--- src/design/sft_pkg.sv ---
// ----------------------------------------------------------------------------
// sft_pkg: shared types, constants and tables of the field tokenizer
// Holds the result and bundle types passed between the tokenizer parts,
// the byte codes it recognizes and the escape designator tables.
// ----------------------------------------------------------------------------
package sft_pkg;

	// Byte codes that steer the tokenizer.
	localparam logic [7:0] BYTE_ESC  = 8'h1B;
	localparam logic [7:0] BYTE_SEMI = 8'h3B;
	localparam logic [7:0] BYTE_N    = 8'h4E;

	// Designator ranges after ESC N.
	localparam logic [7:0] LOW_FIRST    = 8'h21;
	localparam logic [7:0] LOW_LAST     = 8'h3F;
	localparam logic [7:0] ACCENT_FIRST = 8'h40;
	localparam logic [7:0] HIGH_FIRST   = 8'h50;
	localparam logic [7:0] HIGH_LAST    = 8'h7E;

	// Bound on results one input byte can cause, and the bundle queue depth.
	localparam int MAX_RES    = 4;
	localparam int QUEUE_DEPTH = 4;
	localparam int RES_IDX_W  = $clog2(MAX_RES);
	localparam int RES_CNT_W  = $clog2(MAX_RES + 1);
	localparam int Q_PTR_W    = $clog2(QUEUE_DEPTH);
	localparam int Q_CNT_W    = $clog2(QUEUE_DEPTH + 1);

	// One result item.
	typedef struct packed {
		logic [7:0] data;
		logic       byte_valid;
		logic       field_end;
		logic       line_done;
	} res_t;

	// All results caused by one input byte, oldest in item[0].
	typedef struct packed {
		res_t [MAX_RES-1:0]   item;
		logic [RES_CNT_W-1:0] cnt;
	} bundle_t;

	// Code points for designators 0x21-0x3F.
	localparam logic [8:0] LOW_MAP [0:30] = '{
		9'h0A1, 9'h0A2, 9'h0A3, 9'h024, 9'h0A5, 9'h023, 9'h0A7, 9'h0A4,
		9'h027, 9'h022, 9'h0AB, 9'h02C, 9'h02D, 9'h02E, 9'h02F, 9'h0B0,
		9'h0B1, 9'h0B2, 9'h0B3, 9'h034, 9'h0B5, 9'h0B6, 9'h0B7, 9'h038,
		9'h027, 9'h022, 9'h0BB, 9'h0BC, 9'h0BD, 9'h0BE, 9'h0BF
	};

	// Code points for designators 0x50-0x7E.
	localparam logic [8:0] HIGH_MAP [0:46] = '{
		9'h0AF, 9'h0AC, 9'h0AE, 9'h0A9, 9'h054, 9'h055, 9'h056, 9'h057,
		9'h058, 9'h059, 9'h05A, 9'h05B, 9'h05C, 9'h05D, 9'h05E, 9'h05F,
		9'h060, 9'h0C6, 9'h0D0, 9'h0AA, 9'h064, 9'h065, 9'h066, 9'h067,
		9'h068, 9'h0D8, 9'h152, 9'h0B0, 9'h0DE, 9'h06D, 9'h06E, 9'h06F,
		9'h070, 9'h0E6, 9'h072, 9'h0F0, 9'h074, 9'h075, 9'h076, 9'h077,
		9'h078, 9'h0F8, 9'h153, 9'h0DF, 9'h0DE, 9'h07D, 9'h07E
	};

	// Accent designator low nibble to {known, offset from U+0300}.
	function automatic logic [6:0] accent_lookup(input logic [3:0] idx);
		logic [6:0] r;
		case (idx)
			4'h1:    r = {1'b1, 6'h00};
			4'h2:    r = {1'b1, 6'h01};
			4'h3:    r = {1'b1, 6'h02};
			4'h4:    r = {1'b1, 6'h03};
			4'h8:    r = {1'b1, 6'h08};
			4'hA:    r = {1'b1, 6'h0A};
			4'hB:    r = {1'b1, 6'h27};
			default: r = 7'h00;
		endcase
		return r;
	endfunction

endpackage

--- src/design/sft_front.sv ---
// ----------------------------------------------------------------------------
// sft_front: byte classifier of the field tokenizer
// Accepts one byte a cycle unless the queue is full, tracks semicolon and
// escape state and builds the bundle of results that byte causes.
// ----------------------------------------------------------------------------
module sft_front (
	input  logic             clk,
	input  logic             arst_n,
	input  logic             in_valid,
	output logic             in_stall,
	input  logic [7:0]       in_byte,
	input  logic             line_end,
	input  logic             q_full,
	output logic             push,
	output sft_pkg::bundle_t push_bundle
);

	// Escape phase codes.
	localparam logic [1:0] PH_PLAIN  = 2'd0;
	localparam logic [1:0] PH_ESC    = 2'd1;
	localparam logic [1:0] PH_DESIG  = 2'd2;
	localparam logic [1:0] PH_ACCENT = 2'd3;

	logic [1:0] phase_q, phase_d;
	logic       semi_q, semi_d;
	logic [5:0] accent_q, accent_d;
	logic       known_q, known_d;
	logic       take;

	sft_pkg::res_t [sft_pkg::MAX_RES-1:0] res;
	logic [sft_pkg::RES_CNT_W-1:0] n;

	assign in_stall = q_full;
	assign take     = in_valid && !q_full;
	assign push     = take && (n != '0);

	// Results and next state for the offered byte.
	always_comb begin
		logic       consumed;
		logic [8:0] cp;
		logic [6:0] acc;
		logic [7:0] off;
		res      = '0;
		n        = '0;
		consumed = 1'b0;
		cp       = '0;
		acc      = '0;
		off      = '0;
		phase_d  = phase_q;
		semi_d   = semi_q;
		accent_d = accent_q;
		known_d  = known_q;

		// A pending semicolon is resolved by this byte.
		if (semi_q) begin
			semi_d = 1'b0;
			if (in_byte == sft_pkg::BYTE_SEMI) begin
				res[n[sft_pkg::RES_IDX_W-1:0]] = '{sft_pkg::BYTE_SEMI, 1'b1, 1'b0, 1'b0};
				n = n + 1'b1;
				consumed = 1'b1;
			end else begin
				res[n[sft_pkg::RES_IDX_W-1:0]] = '{8'h00, 1'b0, 1'b1, 1'b0};
				n = n + 1'b1;
			end
		end

		if (!consumed) begin
			phase_d = PH_PLAIN;
			// Designator code point, when the byte is one.
			if (in_byte >= sft_pkg::LOW_FIRST && in_byte <= sft_pkg::LOW_LAST) begin
				off = in_byte - sft_pkg::LOW_FIRST;
				cp  = sft_pkg::LOW_MAP[off[4:0]];
			end else if (in_byte >= sft_pkg::HIGH_FIRST && in_byte <= sft_pkg::HIGH_LAST) begin
				off = in_byte - sft_pkg::HIGH_FIRST;
				cp  = sft_pkg::HIGH_MAP[off[5:0]];
			end
			acc = sft_pkg::accent_lookup(in_byte[3:0]);

			unique case (phase_q)
				PH_ACCENT: begin
					res[n[sft_pkg::RES_IDX_W-1:0]] = '{in_byte, 1'b1, 1'b0, 1'b0};
					n = n + 1'b1;
					if (known_q) begin
						res[n[sft_pkg::RES_IDX_W-1:0]] = '{8'hCC, 1'b1, 1'b0, 1'b0};
						n = n + 1'b1;
						res[n[sft_pkg::RES_IDX_W-1:0]] = '{{2'b10, accent_q}, 1'b1, 1'b0, 1'b0};
						n = n + 1'b1;
					end
					accent_d = '0;
					known_d  = 1'b0;
				end
				PH_DESIG: begin
					if (in_byte < sft_pkg::LOW_FIRST || in_byte > sft_pkg::HIGH_LAST) begin
						// Out-of-range designator: handled as a plain byte.
						if (in_byte == sft_pkg::BYTE_SEMI) begin
							semi_d = 1'b1;
						end else if (in_byte == sft_pkg::BYTE_ESC) begin
							phase_d = PH_ESC;
						end else begin
							res[n[sft_pkg::RES_IDX_W-1:0]] = '{in_byte, 1'b1, 1'b0, 1'b0};
							n = n + 1'b1;
						end
					end else if (in_byte >= sft_pkg::ACCENT_FIRST &&
							in_byte < sft_pkg::HIGH_FIRST) begin
						known_d  = acc[6];
						accent_d = acc[6] ? acc[5:0] : 6'd0;
						phase_d  = PH_ACCENT;
					end else if (cp < 9'h080) begin
						res[n[sft_pkg::RES_IDX_W-1:0]] = '{cp[7:0], 1'b1, 1'b0, 1'b0};
						n = n + 1'b1;
					end else begin
						res[n[sft_pkg::RES_IDX_W-1:0]] = '{{5'b11000, cp[8:6]}, 1'b1, 1'b0, 1'b0};
						n = n + 1'b1;
						res[n[sft_pkg::RES_IDX_W-1:0]] = '{{2'b10, cp[5:0]}, 1'b1, 1'b0, 1'b0};
						n = n + 1'b1;
					end
				end
				PH_ESC, PH_PLAIN: begin
					if (phase_q == PH_ESC && in_byte == sft_pkg::BYTE_N) begin
						phase_d = PH_DESIG;
					end else if (in_byte == sft_pkg::BYTE_SEMI) begin
						semi_d = 1'b1;
					end else if (in_byte == sft_pkg::BYTE_ESC) begin
						phase_d = PH_ESC;
					end else begin
						res[n[sft_pkg::RES_IDX_W-1:0]] = '{in_byte, 1'b1, 1'b0, 1'b0};
						n = n + 1'b1;
					end
				end
				default: begin
					phase_d = PH_PLAIN;
				end
			endcase
		end

		// Line end closes the field and drops any partial escape.
		if (line_end) begin
			if (semi_d) begin
				semi_d = 1'b0;
				res[n[sft_pkg::RES_IDX_W-1:0]] = '{8'h00, 1'b0, 1'b1, 1'b0};
				n = n + 1'b1;
			end else if (n != '0 && res[n[sft_pkg::RES_IDX_W-1:0] - 1'b1].byte_valid) begin
				res[n[sft_pkg::RES_IDX_W-1:0] - 1'b1].field_end = 1'b1;
			end else begin
				res[n[sft_pkg::RES_IDX_W-1:0]] = '{8'h00, 1'b0, 1'b1, 1'b0};
				n = n + 1'b1;
			end
			res[n[sft_pkg::RES_IDX_W-1:0] - 1'b1].line_done = 1'b1;
			phase_d  = PH_PLAIN;
			accent_d = '0;
			known_d  = 1'b0;
		end
	end

	assign push_bundle.item = res;
	assign push_bundle.cnt  = n;

	// Tokenizer state advances on each input transfer.
	always_ff @(posedge clk or negedge arst_n) begin
		if (!arst_n) begin
			phase_q  <= PH_PLAIN;
			semi_q   <= 1'b0;
			accent_q <= '0;
			known_q  <= 1'b0;
		end else if (take) begin
			phase_q  <= phase_d;
			semi_q   <= semi_d;
			accent_q <= accent_d;
			known_q  <= known_d;
		end
	end

endmodule

--- src/design/sft_queue.sv ---
// ----------------------------------------------------------------------------
// sft_queue: bundle queue between classifier and serializer
// A short circular queue of result bundles, so that either side can stall
// without holding up the other.
// ----------------------------------------------------------------------------
module sft_queue (
	input  logic             clk,
	input  logic             arst_n,
	input  logic             push,
	input  sft_pkg::bundle_t push_bundle,
	output logic             full,
	input  logic             pop,
	output logic             not_empty,
	output sft_pkg::bundle_t head
);

	sft_pkg::bundle_t entry_q [sft_pkg::QUEUE_DEPTH];
	logic [sft_pkg::Q_PTR_W-1:0] wr_ptr_q, rd_ptr_q;
	logic [sft_pkg::Q_CNT_W-1:0] count_q;

	assign full      = (count_q == sft_pkg::Q_CNT_W'(sft_pkg::QUEUE_DEPTH));
	assign not_empty = (count_q != '0);
	assign head      = entry_q[rd_ptr_q];

	// Entry storage.
	always_ff @(posedge clk) begin
		if (push) begin
			entry_q[wr_ptr_q] <= push_bundle;
		end
	end

	// Pointers and fill count.
	always_ff @(posedge clk or negedge arst_n) begin
		if (!arst_n) begin
			wr_ptr_q <= '0;
			rd_ptr_q <= '0;
			count_q  <= '0;
		end else begin
			if (push) begin
				wr_ptr_q <= wr_ptr_q + 1'b1;
			end
			if (pop) begin
				rd_ptr_q <= rd_ptr_q + 1'b1;
			end
			case ({push, pop})
				2'b10:   count_q <= count_q + 1'b1;
				2'b01:   count_q <= count_q - 1'b1;
				default: count_q <= count_q;
			endcase
		end
	end

endmodule

--- src/design/sft_back.sv ---
// ----------------------------------------------------------------------------
// sft_back: result serializer of the field tokenizer
// Sends the results of the head bundle one per output transfer and pops
// the bundle after its last result.
// ----------------------------------------------------------------------------
module sft_back (
	input  logic             clk,
	input  logic             arst_n,
	input  logic             not_empty,
	input  sft_pkg::bundle_t head,
	output logic             pop,
	output logic             out_valid,
	input  logic             out_stall,
	output logic [7:0]       out_byte,
	output logic             byte_valid,
	output logic             field_end,
	output logic             line_done
);

	logic [sft_pkg::RES_IDX_W-1:0] idx_q;
	logic                          last;
	logic                          xfer;
	sft_pkg::res_t                 cur;

	assign cur        = head.item[idx_q];
	assign out_valid  = not_empty;
	assign out_byte   = cur.data;
	assign byte_valid = cur.byte_valid;
	assign field_end  = cur.field_end;
	assign line_done  = cur.line_done;

	assign xfer = not_empty && !out_stall;
	assign last = ({1'b0, idx_q} + 1'b1) == head.cnt;
	assign pop  = xfer && last;

	// Position within the head bundle.
	always_ff @(posedge clk or negedge arst_n) begin
		if (!arst_n) begin
			idx_q <= '0;
		end else if (xfer) begin
			idx_q <= last ? '0 : idx_q + 1'b1;
		end
	end

endmodule

--- src/design/sylk_field_tokenizer_unit.sv ---
// Results pass through the registered bundle queue on their way out.
// Throughput: one byte per cycle in unless the queue is full; one result per
// cycle out unless out_stall is set; a byte with k results takes k transfers.
// A four-bundle queue between classifier and serializer absorbs bursts.
// Reset: arst_n clears tokenizer state and empties the queue at once.
// ----------------------------------------------------------------------------
// sylk_field_tokenizer_unit: record-line field tokenizer with ESC N decoding
// Splits record-line bytes into semicolon-separated fields and decodes
// escape sequences to UTF-8.
// ----------------------------------------------------------------------------
module sylk_field_tokenizer_unit (
	input  logic       clk,
	input  logic       arst_n,
	input  logic       in_valid,
	output logic       in_stall,
	input  logic [7:0] in_byte,
	input  logic       line_end,
	output logic       out_valid,
	input  logic       out_stall,
	output logic [7:0] out_byte,
	output logic       byte_valid,
	output logic       field_end,
	output logic       line_done
);

	logic             push, pop, q_full, q_not_empty;
	sft_pkg::bundle_t push_bundle, head;

	// Classifier.
	sft_front u_front (
		.clk         (clk),
		.arst_n      (arst_n),
		.in_valid    (in_valid),
		.in_stall    (in_stall),
		.in_byte     (in_byte),
		.line_end    (line_end),
		.q_full      (q_full),
		.push        (push),
		.push_bundle (push_bundle)
	);

	// Bundle queue.
	sft_queue u_queue (
		.clk         (clk),
		.arst_n      (arst_n),
		.push        (push),
		.push_bundle (push_bundle),
		.full        (q_full),
		.pop         (pop),
		.not_empty   (q_not_empty),
		.head        (head)
	);

	// Serializer.
	sft_back u_back (
		.clk        (clk),
		.arst_n     (arst_n),
		.not_empty  (q_not_empty),
		.head       (head),
		.pop        (pop),
		.out_valid  (out_valid),
		.out_stall  (out_stall),
		.out_byte   (out_byte),
		.byte_valid (byte_valid),
		.field_end  (field_end),
		.line_done  (line_done)
	);

endmodule

--- config.mk ---
export PLATFORM = sky130hd
export DESIGN_NAME = sylk_field_tokenizer_unit
export DESIGN_NICKNAME = d
export VERILOG_FILES = /design/src/design/sft_pkg.sv /design/src/design/sft_front.sv /design/src/design/sft_queue.sv /design/src/design/sft_back.sv /design/src/design/sylk_field_tokenizer_unit.sv
export SDC_FILE = /design/constraint.sdc
export NUM_CORES = 1
export LEC_CHECK = 0
export BUFFER_PORTS_ARGS = -buffer_cell sky130_fd_sc_hd__buf_2
export CORE_UTILIZATION = 65
export CTS_BUF_LIST = sky130_fd_sc_hd__clkbuf_4
export DETAILED_ROUTE_END_ITERATION = 7
export GPL_TIMING_DRIVEN = 0
export PLACE_DENSITY_LB_ADDON = 0.08
export SLEW_MARGIN = 30
export SYNTH_ARGS = -nofsm -noshare
export SYNTH_HDL_FRONTEND = slang
export SYNTH_SLANG_ARGS = --single-unit
--- constraint.sdc ---
create_clock -name clk -period 11.8 [get_ports clk]
set_input_delay 0.59 -clock clk [delete_from_list [all_inputs] [get_ports clk]]
set_output_delay 0.59 -clock clk [all_outputs]
set_load 0.03 [all_outputs]
Word-level counts from Yosys, hierarchy flattened. Memories as Yosys holds them, arrays and structs flattened. Cells that the tools add are included.

Divide/modulo/power cells: 0. Add/subtract/negate cells: 14. Muxes and demuxes: 91. Shift-type cells: 0. $mul: 0. Bitwise gates (word level): 8. Reductions and logical operators: 27. Eq/ne operators: 20. Order comparisons: 24.

Operators by type and width (number): $mux W44 (12); $bwmux W44 (7); $demux W11 S2 (6); $pmux W44 S3 (1); $mux W9 (8); $mux W11 (6); $pmux W7 S7 (1); $bmux W11 S2 (2); $and A40 B40 Y40 (1); $not A40 Y40 (1); $mux W3 (13); $mux W6 (5); $and A24 B24 Y24 (1); $not A24 Y24 (1); $or A20 B20 Y20 (1); $lt A2 B3 Y1 const B (6); $ge A8 B7 Y1 const B (2); $mux W2 (8); $logic_and A1 B1 Y1 (15); $mux W1 (15); $add A3 B1 Y3 const B (4); $eq A4 B4 Y1 const B (3); $pmux W6 S2 (1); $reduce_bool A3 Y1 (4); other kinds (47) (60).

Word-level logic and storage cells: 195. Bits in latches: 0. Bits in read-only memories: 864. RAM bits: 188. Output and inout port bits: 13. Flip-flop bits (word level): 19. Input port bits: 13. Memories: 3.

Memories: (name not given) (words 64, width 9, read ports 1, clocked after Yosys merged registers in 0, wr ports 0, line sft_front.sv:75) `cp = sft_pkg::HIGH_MAP[off[5:0]];`; (name not given) (words 32, width 9, read ports 1, clocked after Yosys merged registers in 0, wr ports 0, line sft_front.sv:72) `cp = sft_pkg::LOW_MAP[off[4:0]];`; u_queue.entry_q (words 4, width 47, read ports 1, clocked after Yosys merged registers in 0, wr ports 1, line sft_queue.sv:17) `sft_pkg::bundle_t entry_q [sft_pkg::QUEUE_DEPTH];`.

Longest topological paths before layout. Gate-level depths: netlist (run 1).

Word-level depth: 28. Gate-level depth with buffers: 33.

Cells and area by module. Synthesis (run 1) repeated with hierarchy kept, for this count alone.

Cell total of the unflattened synthesis: 799. Area total of the unflattened synthesis: 10959.3 sq um.

By module, submodules not included: sft_queue (instances 1, seq. area each 5820.6 sq um, cells an instance 279, area each 7195.7 sq um); sft_front (instances 1, seq. area each 200.2 sq um, cells an instance 493, area each 3319.4 sq um); sft_back (instances 1, seq. area each 50.0 sq um, cells an instance 27, area each 444.2 sq um).

Worst setup path before layout (run 1). No wires, ideal clock.

Path type: input -> register. Start point: in in_byte[0]. End point: mem u_queue.entry_q[0][0] (netlist name), enable pin. Path buffers: 5. Data required time: 11396 ps. Library setup time: 404 ps. Data arrival time: 6431 ps. Setup slack: 4965 ps. Stages: 25. Cells stage by stage: clkbuf_1 -> inv_1 -> ha_1 -> buf_4 -> inv_1 -> ha_1 -> clkbuf_1 -> mux2i_1 -> o21ai_0 -> a2111oi_0 -> o32ai_1 -> or2_1 -> buf_2 -> inv_2 -> ha_1 -> a2111oi_0 -> and3_1 -> a211oi_4 -> ha_1 -> clkbuf_1 -> a221o_1 -> o21a_4 -> a21o_1 -> a21oi_4 -> and2_1.

Word-level cells in the longest chain between the ends: 26. Elaborated cells on any way between the ends: 75.

Ends and longest elaborated chain: from (decl) (line sylk_field_tokenizer_unit.sv:16) `input logic [7:0] in_byte,`; $sub A6 B5 Y6 (line sft_front.sv:74) `off = in_byte - sft_pkg::HIGH_FIRST;`; $not A6 Y7 (not written as such) (line sft_front.sv:75); $mem_v2 Z64 W9; $mux W9 (not written as such) (2 in a row) (line sft_front.sv:75); $mux W9 (line sft_front.sv:73) `end else if (in_byte >= sft_pkg::HIGH_FIRST && in_byte <= sft_pkg::HIGH_LAST) begin`; $mux W9 (line sft_front.sv:70) `if (in_byte >= sft_pkg::LOW_FIRST && in_byte <= sft_pkg::LOW_LAST) begin`; $mux W9 (line sft_front.sv:67) `if (!consumed) begin`; $lt A9 B8 Y1 (line sft_front.sv:108) `end else if (cp < 9'h080) begin`; [9 not listed]; $mux W3 (line sft_front.sv:142) `end else if (n != '0 && res[n[sft_pkg::RES_IDX_W-1:0] - 1'b1].byte_valid) begin`; $mux W3 (line sft_front.sv:138) `if (semi_d) begin`; $mux W3 (line sft_front.sv:137) `if (line_end) begin`; $mux W3 (*) (line sft_front.sv:137); $reduce_bool A3 Y1 (*) (line sft_front.sv:35) `assign push = take && (n != '0);`; $logic_and A1 B1 Y1 (*) (line sft_front.sv:35); $mux W1 (*) (line sft_queue.sv:27) `if (push) begin`; $mux W1 (not written as such) (*) (line sft_queue.sv:28) `entry_q[wr_ptr_q] <= push_bundle;`; to (decl) (line sft_queue.sv:17).

Mark *: on every way between the ends. The rest lies on a longest branch, timed or not. The select of a mux whose other input is x is not followed.

Worst setup path after layout (run 1).
Start point: in in_byte[0]. End point: reg u_queue.count_q[2] (netlist name).

Word-level cells in the longest chain between the ends: 26. Elaborated cells on any way between the ends: 77.

Ends and longest elaborated chain: $sub A6 B5 Y6 (line sft_front.sv:74); $not A6 Y7 (not written as such) (line sft_front.sv:75); $mem_v2 Z64 W9; $mux W9 (not written as such) (2 in a row) (line sft_front.sv:75); $mux W9 (line sft_front.sv:73); $mux W9 (line sft_front.sv:70); $mux W9 (line sft_front.sv:67); $lt A9 B8 Y1 (line sft_front.sv:108); [9 not listed]; $mux W3 (line sft_front.sv:142); $mux W3 (line sft_front.sv:138); $mux W3 (line sft_front.sv:137); $mux W3 (*) (line sft_front.sv:137); $reduce_bool A3 Y1 (*) (line sft_front.sv:35); $logic_and A1 B1 Y1 (*) (line sft_front.sv:35); $eq A2 B1 Y1 / $eq A2 B2 Y1 (equally long branches) (line sft_queue.sv:45) `case ({push, pop})`; $pmux W3 S2 / $reduce_bool A2 Y1 (equally long branches); to (signal assigned) (line sft_queue.sv:46) `2'b10: count_q <= count_q + 1'b1;`; to (signal assigned) (line sft_queue.sv:47) `2'b01: count_q <= count_q - 1'b1;`; to (signal assigned) (line sft_queue.sv:48) `default: count_q <= count_q;`; to (decl) (line sft_queue.sv:19) `logic [sft_pkg::Q_CNT_W-1:0] count_q;`.

Marks and branches as above. A chain may end at the register's enable or synchronous reset.

==> results of run 1 <==
-- registers in the layout (all words and copies together) (netlist names) --
| name | flops |
|---|---|
| u_queue.rd_ptr_q | 2 |
| u_front.accent_q | 4 |
| u_back.idx_q | 2 |
| u_front.phase_q | 2 |
| u_queue.count_q | 3 |
| u_front.semi_q | 1 |
| u_front.known_q | 1 |
| u_queue.entry_q | 168 |
| u_queue.wr_ptr_q | 2 |
-- metrics by stage --
stage	area [um^2]	utilization, %	setup WS (ns)
2_1_floorplan	9890	-	4.97
6_report	10500	71.7	4.44
3_5_place_dp	10300	69.8	3.94
5_1_grt	10500	71.7	3.92
3_3_place_gp	10200	69.7	3.11
4_1_cts	10500	71.7	4.60
-- worst min-delay path by stage --
stage                                    end  slack [ns]  depth (start not counted)
after detailed placement  u_queue.count_q[2]        0.50                          1
final                        u_back.idx_q[1]        0.26                          4
after global placement    u_queue.count_q[2]        0.46                          1
after CTS                    u_back.idx_q[1]        0.22                          4
after floorplan              u_back.idx_q[0]        0.29                          0
after global routing         u_back.idx_q[1]        0.27                          4
-- cell families (layout without fill, tap and decap cells) --
| group | Yosys count | after routing |
|---|---|---|
| AOI/OAI and AO/OA | 181 | 181 |
| xor gates and xnor gates | 15 | 15 |
| adders and majority gates | 32 | 32 |
| buffers and inverters | 83 | 140 |
| DFF | 185 | 185 |
| muxes | 61 | 61 |
| and+or+nand+nor | 205 | 205 |
-- routing by layer --
layer / GRT usage (%) / vias to the layer above
met2: 54.3 / 427
met5: 0 / -
met4: 11.7 / 0
met3: 7.87 / 62
li1: - / 3046
met1: 46.4 / 3478
-- power by group through the flow --
stage	logic (mW)	clock network [mW]	registers, mW
floorplan	0.538	0	0.861
global placement	0.703	0	0.867
detailed placement	0.735	0	0.876
CTS	0.738	0.342	0.860
global route	0.783	0.363	0.867
finish	0.734	0.339	0.860
-- final cells by class --
class / count / area, um^2
well taps: 184 / 230
flip-flops and latches: 185 / 5470
fillers: 946 / 4160
clock inverters: 15 / 148
multi-input cells: 494 / 4100
repair buffers: 25 / 130
clock buffers: 17 / 128
plain buffers: 55 / 229
inverters: 28 / 108
-- tightest hold or removal path, cell delays in order --
cell and delay, ns:
buf_2 0.08, nor2b_1 0.04, nand2_1 0.05, o21ai_0 0.07
-- synthesized netlist by cell type, types with 4 or more instances --
cell type | count | share of area [%]
edfxtp_1 | 168 | 51
nand2_1 | 59 | 2.2
nor2_1 | 54 | 2.0
a21oi_1 | 52 | 2.6
mux4_2 | 50 | 11
clkbuf_1 | 43 | 1.6
ha_1 | 31 | 3.9
inv_1 | 26 | 0.99
o21ai_0 | 25 | 1.3
dfrtp_1 | 17 | 4.3
nor3_1 | 15 | 0.76
and2_1 | 13 | 0.82
nand3_1 | 11 | 0.56
o31ai_1 | 10 | 0.76
and3_1 | 9 | 0.57
xnor2_1 | 9 | 0.80
a21o_1 | 8 | 0.61
buf_2 | 7 | 0.35
mux2i_1 | 7 | 0.71
nand2b_1 | 7 | 0.44
nand4_1 | 6 | 0.38
or3_1 | 6 | 0.38
xor2_1 | 6 | 0.53
a211oi_1 | 5 | 0.38
a31oi_1 | 5 | 0.32
nor2b_1 | 5 | 0.32
o21a_1 | 5 | 0.38
a2111oi_0 | 4 | 0.35
a22oi_1 | 4 | 0.30
nand3b_1 | 4 | 0.30
o211ai_1 | 4 | 0.30
o221ai_1 | 4 | 0.35
o22a_1 | 4 | 0.35
o22ai_1 | 4 | 0.25
==> metrics.cfg, run 1 <==
[outcome]
status = finished, violations left
violations = DRC

[sta]
rsz0062_at_grt = no
post-route-min-period_ns = 7.36
slew_violations = 0
fmax_mhz = 136
tightestPinTransition_ns = 1.01
slew_headroom_pct = 32.3
fin_crit_sh_pct = 62.4
setup_violations = 0
hold_viol = 0
hold-worst-slack_ns = 0.258
finalSetupTns_ns = 0
fin_skew_ns = 0.0197

[worst_hold_path]
hold_path_class = input pin to flop
hp-start = out_stall

[global_route]
grt.overflow.total = 0
grt_max_degree = 43
antenna_found_initial = 0
grt_pass1_vias = 6864
grt_usage_pct = 34.0
grt_pass1_wl_mm = 39.1

[synth]
async_flop_share_pct = 9.19
ys.flop_type = edfxtp_1
synthMuxAreaShare_pct = 12.7
synth.avg_cell_area_um2 = 13.0
synth_compound_area_share_pct = 13.1
syn_inst = 762
synth_cell_types = 83
syn-num-nets = 807
synth_edf_count = 168
synth_top_family_by_area = compound AO/OA/AOI/OAI gates
synth_seq_area_share_pct = 55.3
synthSimpleGateAreaFrac_pct = 10.1
synth-xor-area-share_pct = 1.33
synthAdderAreaFrac_pct = 4.12
syn_area_mm2 = 0.00989
ys_warn_count = 0
ys_ff_latch = 185

[clock_tree]
h-tree-depth = 4
clock_latency_ns = 0.61
root_buffer = clkbuf_4
clock_path_buffers = 2
postCtsSetupBuffers = 0
cts.repair.resized = 0
clock-sinks = 185
cts_buffers = 17
cts.clk_slew.worst_paths_ns = 0.15
cts_tree = yes
cts.hold.buffers_added = 1

[routing]
drt_iter0_markers = 883
wl_per_cell_um = 25.2
met2_length_mm = 12.2
drc = 2
wl_met1_mm = 10.2
routed_wl_mm = 25.3
routed-wl-met3_mm = 2.35
topRoutingLayerUsed = met4
first_pass_iters = 8
via_count = 7013
ant_nets = 0
viasPerCell = 6.99

[power_and_ir_drop]
swShare_pct = 36.2
p_int_mw = 1.23
powerDensity_mw_per_mm2 = 183
power_frac_clock_pct = 17.5
ir_drop_mv = 0.182
netSwitchingPower_uw = 700
power.share.sequential_pct = 44.5
combinationalPowerShare_pct = 38.0
power_mw = 1.93
leakage_nw = 3.59

[layout]
diodes = 0
drive_above_1_share_pct = 17.5
final_common_cell = edfxtp_1
final_cell_mix = edfxtp_1 (168), nand2_1 (59), nor2_1 (54), a21oi_1 (52), mux4_2 (50)
syn2layout_area_growth_pct = 6.57
nets = 851
fin_cells = 1003

[critical_path]
max_stage_delay_ns = 0.50
end_kind = flop
critPathBufInv = 11
worstSetupPathType = input pin to flop
reg2reg_from = u_front.semi_q
r2r_slack_ns = 6.72
arrival_ns = 7.90
slowest_stage = o41a_1
cp_top_family = buffers and inverters
reg2reg_to = u_queue.count_q[2]
startpoint_type = input pin
cp.depth = 32
worstPathRequired_ns = 12.34
cp_max_fo = 11
r2r_cells = 19
crit_path_end = u_queue.count_q[2]
startpoint = in_byte[0]
crit_top_cell = ha_1

[floorplan]
core_mm2 = 0.0147
dieArea_mm2 = 0.0157
dieWidth_um = 125
rows = 44
io_pins = 26
initial_utilization_pct = 67.3
die_h_um = 125

[place]
dp_hpwl_mm = 18.0
globalplace.congestion = 0.977
port_buffers = 24
dp_cells = 970

[flow_run]
timing.max_cap.violations = 0

(Power assumes the default switching activity.)
==> inputs of run 2 (changes only) <==
==> constraint.sdc (replaced) <==
create_clock -name clk -period 6.9 [get_ports clk]
set_input_delay 0.345 -clock clk [delete_from_list [all_inputs] [get_ports clk]]
set_output_delay 0.345 -clock clk [all_outputs]
set_load 0.03 [all_outputs]
==> metrics.cfg, run 2 (synthesis results as in run 1) <==
[outcome]
status = finished, violations left
violations = DRC

[routing]
via_count = 7021
routed_wl_mm = 25.4
wl_per_cell_um = 25.3
drt_iter0_markers = 859
drc = 2
first_pass_iters = 8
viasPerCell = 6.99
ant_nets = 0

[sta]
fin_crit_sh_pct = 93.8
hold_viol = 0
post-route-min-period_ns = 6.47
slew_headroom_pct = 31.1
fin_ws_ns = 0.426
hold-worst-slack_ns = 0.229
fmax_mhz = 154
tightestPinTransition_ns = 1.02
fin_skew_ns = 0.0222
setup_violations = 0
slew_violations = 0

[layout]
post-route-util_pct = 72.0
top_regs = u_queue.entry_q (168), u_front.accent_q (4), u_queue.count_q (3)
diodes = 0
stdcell_area_mm2 = 0.0106
final_cell_mix = edfxtp_1 (168), nand2_1 (59), nor2_1 (54), a21oi_1 (52), mux4_2 (50)
drive_above_1_share_pct = 18.4
syn2layout_area_growth_pct = 7.03
nets = 852
regMostFlops = u_queue.entry_q
final_common_cell = edfxtp_1
largest_reg_flops = 168

[place]
dp_hpwl_mm = 18.0
globalplace.congestion = 0.977
place_area_mm2 = 0.0103
port_buffers = 24
dpl_worst_slack_ns = -0.714

[worst_hold_path]
hold_path_class = input pin to asynchronous set/reset pin

[power_and_ir_drop]
leakage_nw = 3.61
powerDensity_mw_per_mm2 = 313
power_mw = 3.31
ir_drop_mv = 0.311

[global_route]
grt_max_degree = 43
grt.overflow.total = 0
grt_pass1_vias = 6865
grt_pass1_wl_mm = 39.2
grt_usage_pct = 34.0
antenna_found_initial = 0

[floorplan]
dieWidth_um = 125
core_mm2 = 0.0147
initial_utilization_pct = 67.3
rows = 44
io_pins = 26
die_h_um = 125
dieArea_mm2 = 0.0157

[critical_path]
startpoint_type = input pin
arrival_ns = 7.01
end_kind = flop
cp.depth = 29
cp_max_fo = 17
slowest_stage = a211oi_4
max_stage_delay_ns = 0.54
worstSetupPathType = input pin to flop
cp_top_family = compound AO/OA/AOI/OAI gates
worstPathRequired_ns = 7.44
critPathBufInv = 9
r2r_cells = 19
crit_top_cell = ha_1

[flow_run]
timing.max_cap.violations = 0

[clock_tree]
cts_buffers = 17
cts_tree = yes
h-tree-depth = 4
clock-sinks = 185
clock_latency_ns = 0.61
root_buffer = clkbuf_4
cts.clk_slew.worst_paths_ns = 0.16
clock_path_buffers = 2

==> run 2: worst paths after layout <==
| check | from | end | slack [ns] |
|---|---|---|---|
| worst max-delay path | in_byte[0] | u_queue.count_q[2] | 0.43 |
| worst min-delay path | arst_n | u_front.accent_q[3] | 0.23 |
| worst max register to register | u_front.semi_q | u_queue.count_q[2] | 1.82 |
| worst min register to register | u_queue.count_q[2] | u_queue.count_q[2] | 0.53 |
| max in group asynchronous | arst_n | u_back.idx_q[1] | 6.32 |
| min in group clk | in_byte[3] | u_front.accent_q[2] | 0.29 |
==> run 2: worst register-to-register path, stage by stage, from the launching register on <==
cell and delay, ns:
dfrtp_1 0.53, inv_1 0.22, clkbuf_1 0.48, ha_1 0.33, a2111oi_0 0.34, and3_1 0.28
a211oi_4 0.11, ha_1 0.34, clkbuf_1 0.21, o41a_1 0.51, o22ai_1 0.20, a21o_1 0.17
a21oi_4 0.11, inv_1 0.09, ha_1 0.19, inv_1 0.06, fa_1 0.37, xor2_1 0.16
nor2_1 0.13, xor2_1 0.18
==> run 2: repair_timing <==
action,4_1_cts,5_1_grt
resized for setup,0,8
setup buffers,0,3
setup endpoints to repair,1,179
hold buffers,2,0
endpoints found under the hold margin,18,0
==> run 2: layout make-up <==
class,count,area (um^2)
tap,184,230
multi-input combinational,494,4110
timing repair buffer,29,165
clock inverter,15,148
fill,944,4110
inverter,28,115
clock buffer,17,128
buffer,52,219
sequential,185,5470
==> run 2: power breakdown <==
group	switching (mW)	internal (mW)
Sequential	0.0567	1.41
Clock	0.392	0.187
Combinational	0.748	0.511
==> run 2: routing by layer <==
| metal | up-vias | track usage, % | part of all wire [%] |
|---|---|---|---|
| met4 | 0 | 12.0 | 2.4 |
| met3 | 54 | 7.66 | 9.1 |
| met2 | 457 | 54.3 | 48 |
| met1 | 3460 | 46.5 | 40 |
| li1 | 3050 | - | - |
| met5 | - | 0 | 0 |
==> run 2: stage by stage <==
| stage | setup TNS (ns) | instances |
|---|---|---|
| after floorplan | 0 | 762 |
| after global placement | -260.11 | 970 |
| after detailed placement | -90.35 | 970 |
| after CTS | 0 | 1003 |
| after global routing | -0.0270 | 1004 |
| final | 0 | 1004 |
==> inputs of run 3 (changes only) <==
--- a/config.mk
+++ b/config.mk
@@ -5,7 +5,9 @@
 export SDC_FILE = /design/constraint.sdc
 export NUM_CORES = 1
 export LEC_CHECK = 0
+export ABC_AREA = 1
 export BUFFER_PORTS_ARGS = -buffer_cell sky130_fd_sc_hd__buf_2
+export CAP_MARGIN = 30
 export CORE_UTILIZATION = 65
 export CTS_BUF_LIST = sky130_fd_sc_hd__clkbuf_4
 export DETAILED_ROUTE_END_ITERATION = 7
==> metrics.cfg, run 3 <==
[critical_path]
max_stage_delay_ns = 0.43
end_kind = flop
worstPathRequired_ns = 7.37
crit_top_cell = inv_1
slowest_stage = ha_1
critPathBufInv = 10
arrival_ns = 6.65
startpoint_type = input pin
cp_top_family = simple AND/OR/NAND/NOR gates
worstSetupPathType = input pin to flop
cp_max_fo = 9

[place]
port_buffers = 23
globalplace.congestion = 1.00
dpl_worst_slack_ns = 0.230
place_area_mm2 = 0.0108
dp_hpwl_mm = 20.1
dp_cells = 1324

[clock_tree]
cts_buffers = 17
h-tree-depth = 4
clock_latency_ns = 0.57
cts.repair.resized = 0
root_buffer = clkbuf_4
postCtsSetupBuffers = 0
cts.hold.buffers_added = 1
cts.clk_slew.worst_paths_ns = 0.15
clock-sinks = 185
clock_path_buffers = 2
cts_tree = yes

[layout]
drive_above_1_share_pct = 12.3
largest_reg_flops = 168
fillers = 1128
final_common_cell = edfxtp_1
regMostFlops = u_queue.entry_q
final_cell_mix = edfxtp_1 (168), nand2_1 (155), nor2_1 (154), o21ai_0 (132), inv_1 (88)
nets = 1178
fin_cells = 1358
stdcell_area_mm2 = 0.0111
post-route-util_pct = 73.0
top_regs = u_queue.entry_q (168), u_front.accent_q (4), u_queue.count_q (3)
syn2layout_area_growth_pct = 9.30

[sta]
fin_crit_sh_pct = 89.6
tightestPinTransition_ns = 0.900
fmax_mhz = 162
setup_violations = 0
fin_ws_ns = 0.720
hold-worst-slack_ns = 0.202
hold_viol = 0
slew_headroom_pct = 39.5
finalSetupTns_ns = 0
slew_violations = 0
fin_skew_ns = 0.0230
post-route-min-period_ns = 6.18
rsz0062_at_grt = no

[synth]
synth.avg_cell_area_um2 = 9.42
syn_inst = 1082
yosysTopAreaCell = edfxtp_1
synth_top_area_share_pct = 49.5
synth_cell_types = 56
ys.flop_type = edfxtp_1
synth_edf_count = 168
ys_warn_count = 0
synthTopCellsByArea = edfxtp_1 (49%), o21ai_0 (6.5%), nor2_1 (5.8%)
yosys-top-cells-count = edfxtp_1 (168), nor2_1 (158), nand2_1 (155)
syn_area_mm2 = 0.0102
yosysMostFrequentCell = edfxtp_1
ys_ff_latch = 185
async_flop_share_pct = 9.19
syn-num-nets = 1127
synth_seq_area_share_pct = 53.7

[global_route]
grt_max_degree = 21
grt_pass1_wl_mm = 42.7
grt_pass1_vias = 7922
grt_usage_pct = 35.6
grt.overflow.total = 0
antenna_found_initial = 1

[floorplan]
dieWidth_um = 127
rows = 45
core_mm2 = 0.0153
dieArea_mm2 = 0.0162
initial_utilization_pct = 66.8
die_h_um = 127
io_pins = 26

[worst_hold_path]
hold_path_class = input pin to flop

[routing]
routed_wl_mm = 27.9
wl_per_cell_um = 20.5
drt_iter0_markers = 922
first_pass_iters = 8
viasPerCell = 6.23
ant_nets = 0
via_count = 8456
drc = 4

[power_and_ir_drop]
powerDensity_mw_per_mm2 = 336
leakage_nw = 4.25
power_mw = 3.74
ir_drop_mv = 0.263

[outcome]
violations = DRC
status = finished, violations left

[flow_run]
timing.max_cap.violations = 0

run 3: worst reg2reg max path: cells and delay by family, from the launching register on:
kind | cells | cell delay (ns)
compound gates | 2 | 0.26
xor+xnor | 1 | 0.15
fa+ha+maj | 4 | 1.21
buf+inv | 7 | 0.98
flops | 1 | 0.59
simple gates | 14 | 1.84
run 3: kinds of logic after synthesis:
group	synth area share, %
DFF	53.7
buffers and inverters	5.71
and+or+nand+nor	20.0
adders and majority gates	4.00
xor gates and xnor gates	1.12
AOI/OAI and AO/OA	15.5
run 3: per-layer routing:
layer | wire (um) | global-route usage (%) | vias to the layer above
met2 | 12800 | 57.3 | 543
met5 | 0 | 0 | -
met1 | 11400 | 48.7 | 3940
li1 | - | - | 3911
met4 | 941 | 13.8 | 0
met3 | 2720 | 6.49 | 62
run 3: path summary, 6_finish.rpt:
check,endpoint,cells past startpoint,slack (ns),from
max in group asynchronous,u_front.accent_q[1],2,6.34,arst_n
hold / removal,u_front.semi_q,5,0.20,in_valid
setup reg to reg,u_queue.count_q[2],28,1.77,u_front.semi_q
hold reg to reg,u_queue.count_q[0],1,0.52,u_queue.count_q[0]
min in group asynchronous,u_queue.count_q[0],2,0.23,arst_n
setup / recovery,u_queue.count_q[2],39,0.72,in_byte[1]
run 3: layout make-up:
cell class | count | area (um^2) | area share (%)
tap | 211 | 264 | 2.37
sequential | 185 | 5470 | 49.1
timing repair buffer | 32 | 333 | 2.99
clock inverter | 15 | 191 | 1.72
inverter | 102 | 384 | 3.45
antenna | 1 | 2.50 | 0.0225
clock buffer | 17 | 128 | 1.15
buffer | 48 | 198 | 1.77
multi-input combinational | 747 | 4170 | 37.5
run 3: report_power, final:
group | internal [mW] | switching [mW] | leakage [nW] | total, mW
clock network | 0.258 | 0.369 | 0.164 | 0.627
logic | 0.463 | 1.14 | 2.31 | 1.61
registers | 1.45 | 0.0625 | 1.77 | 1.51
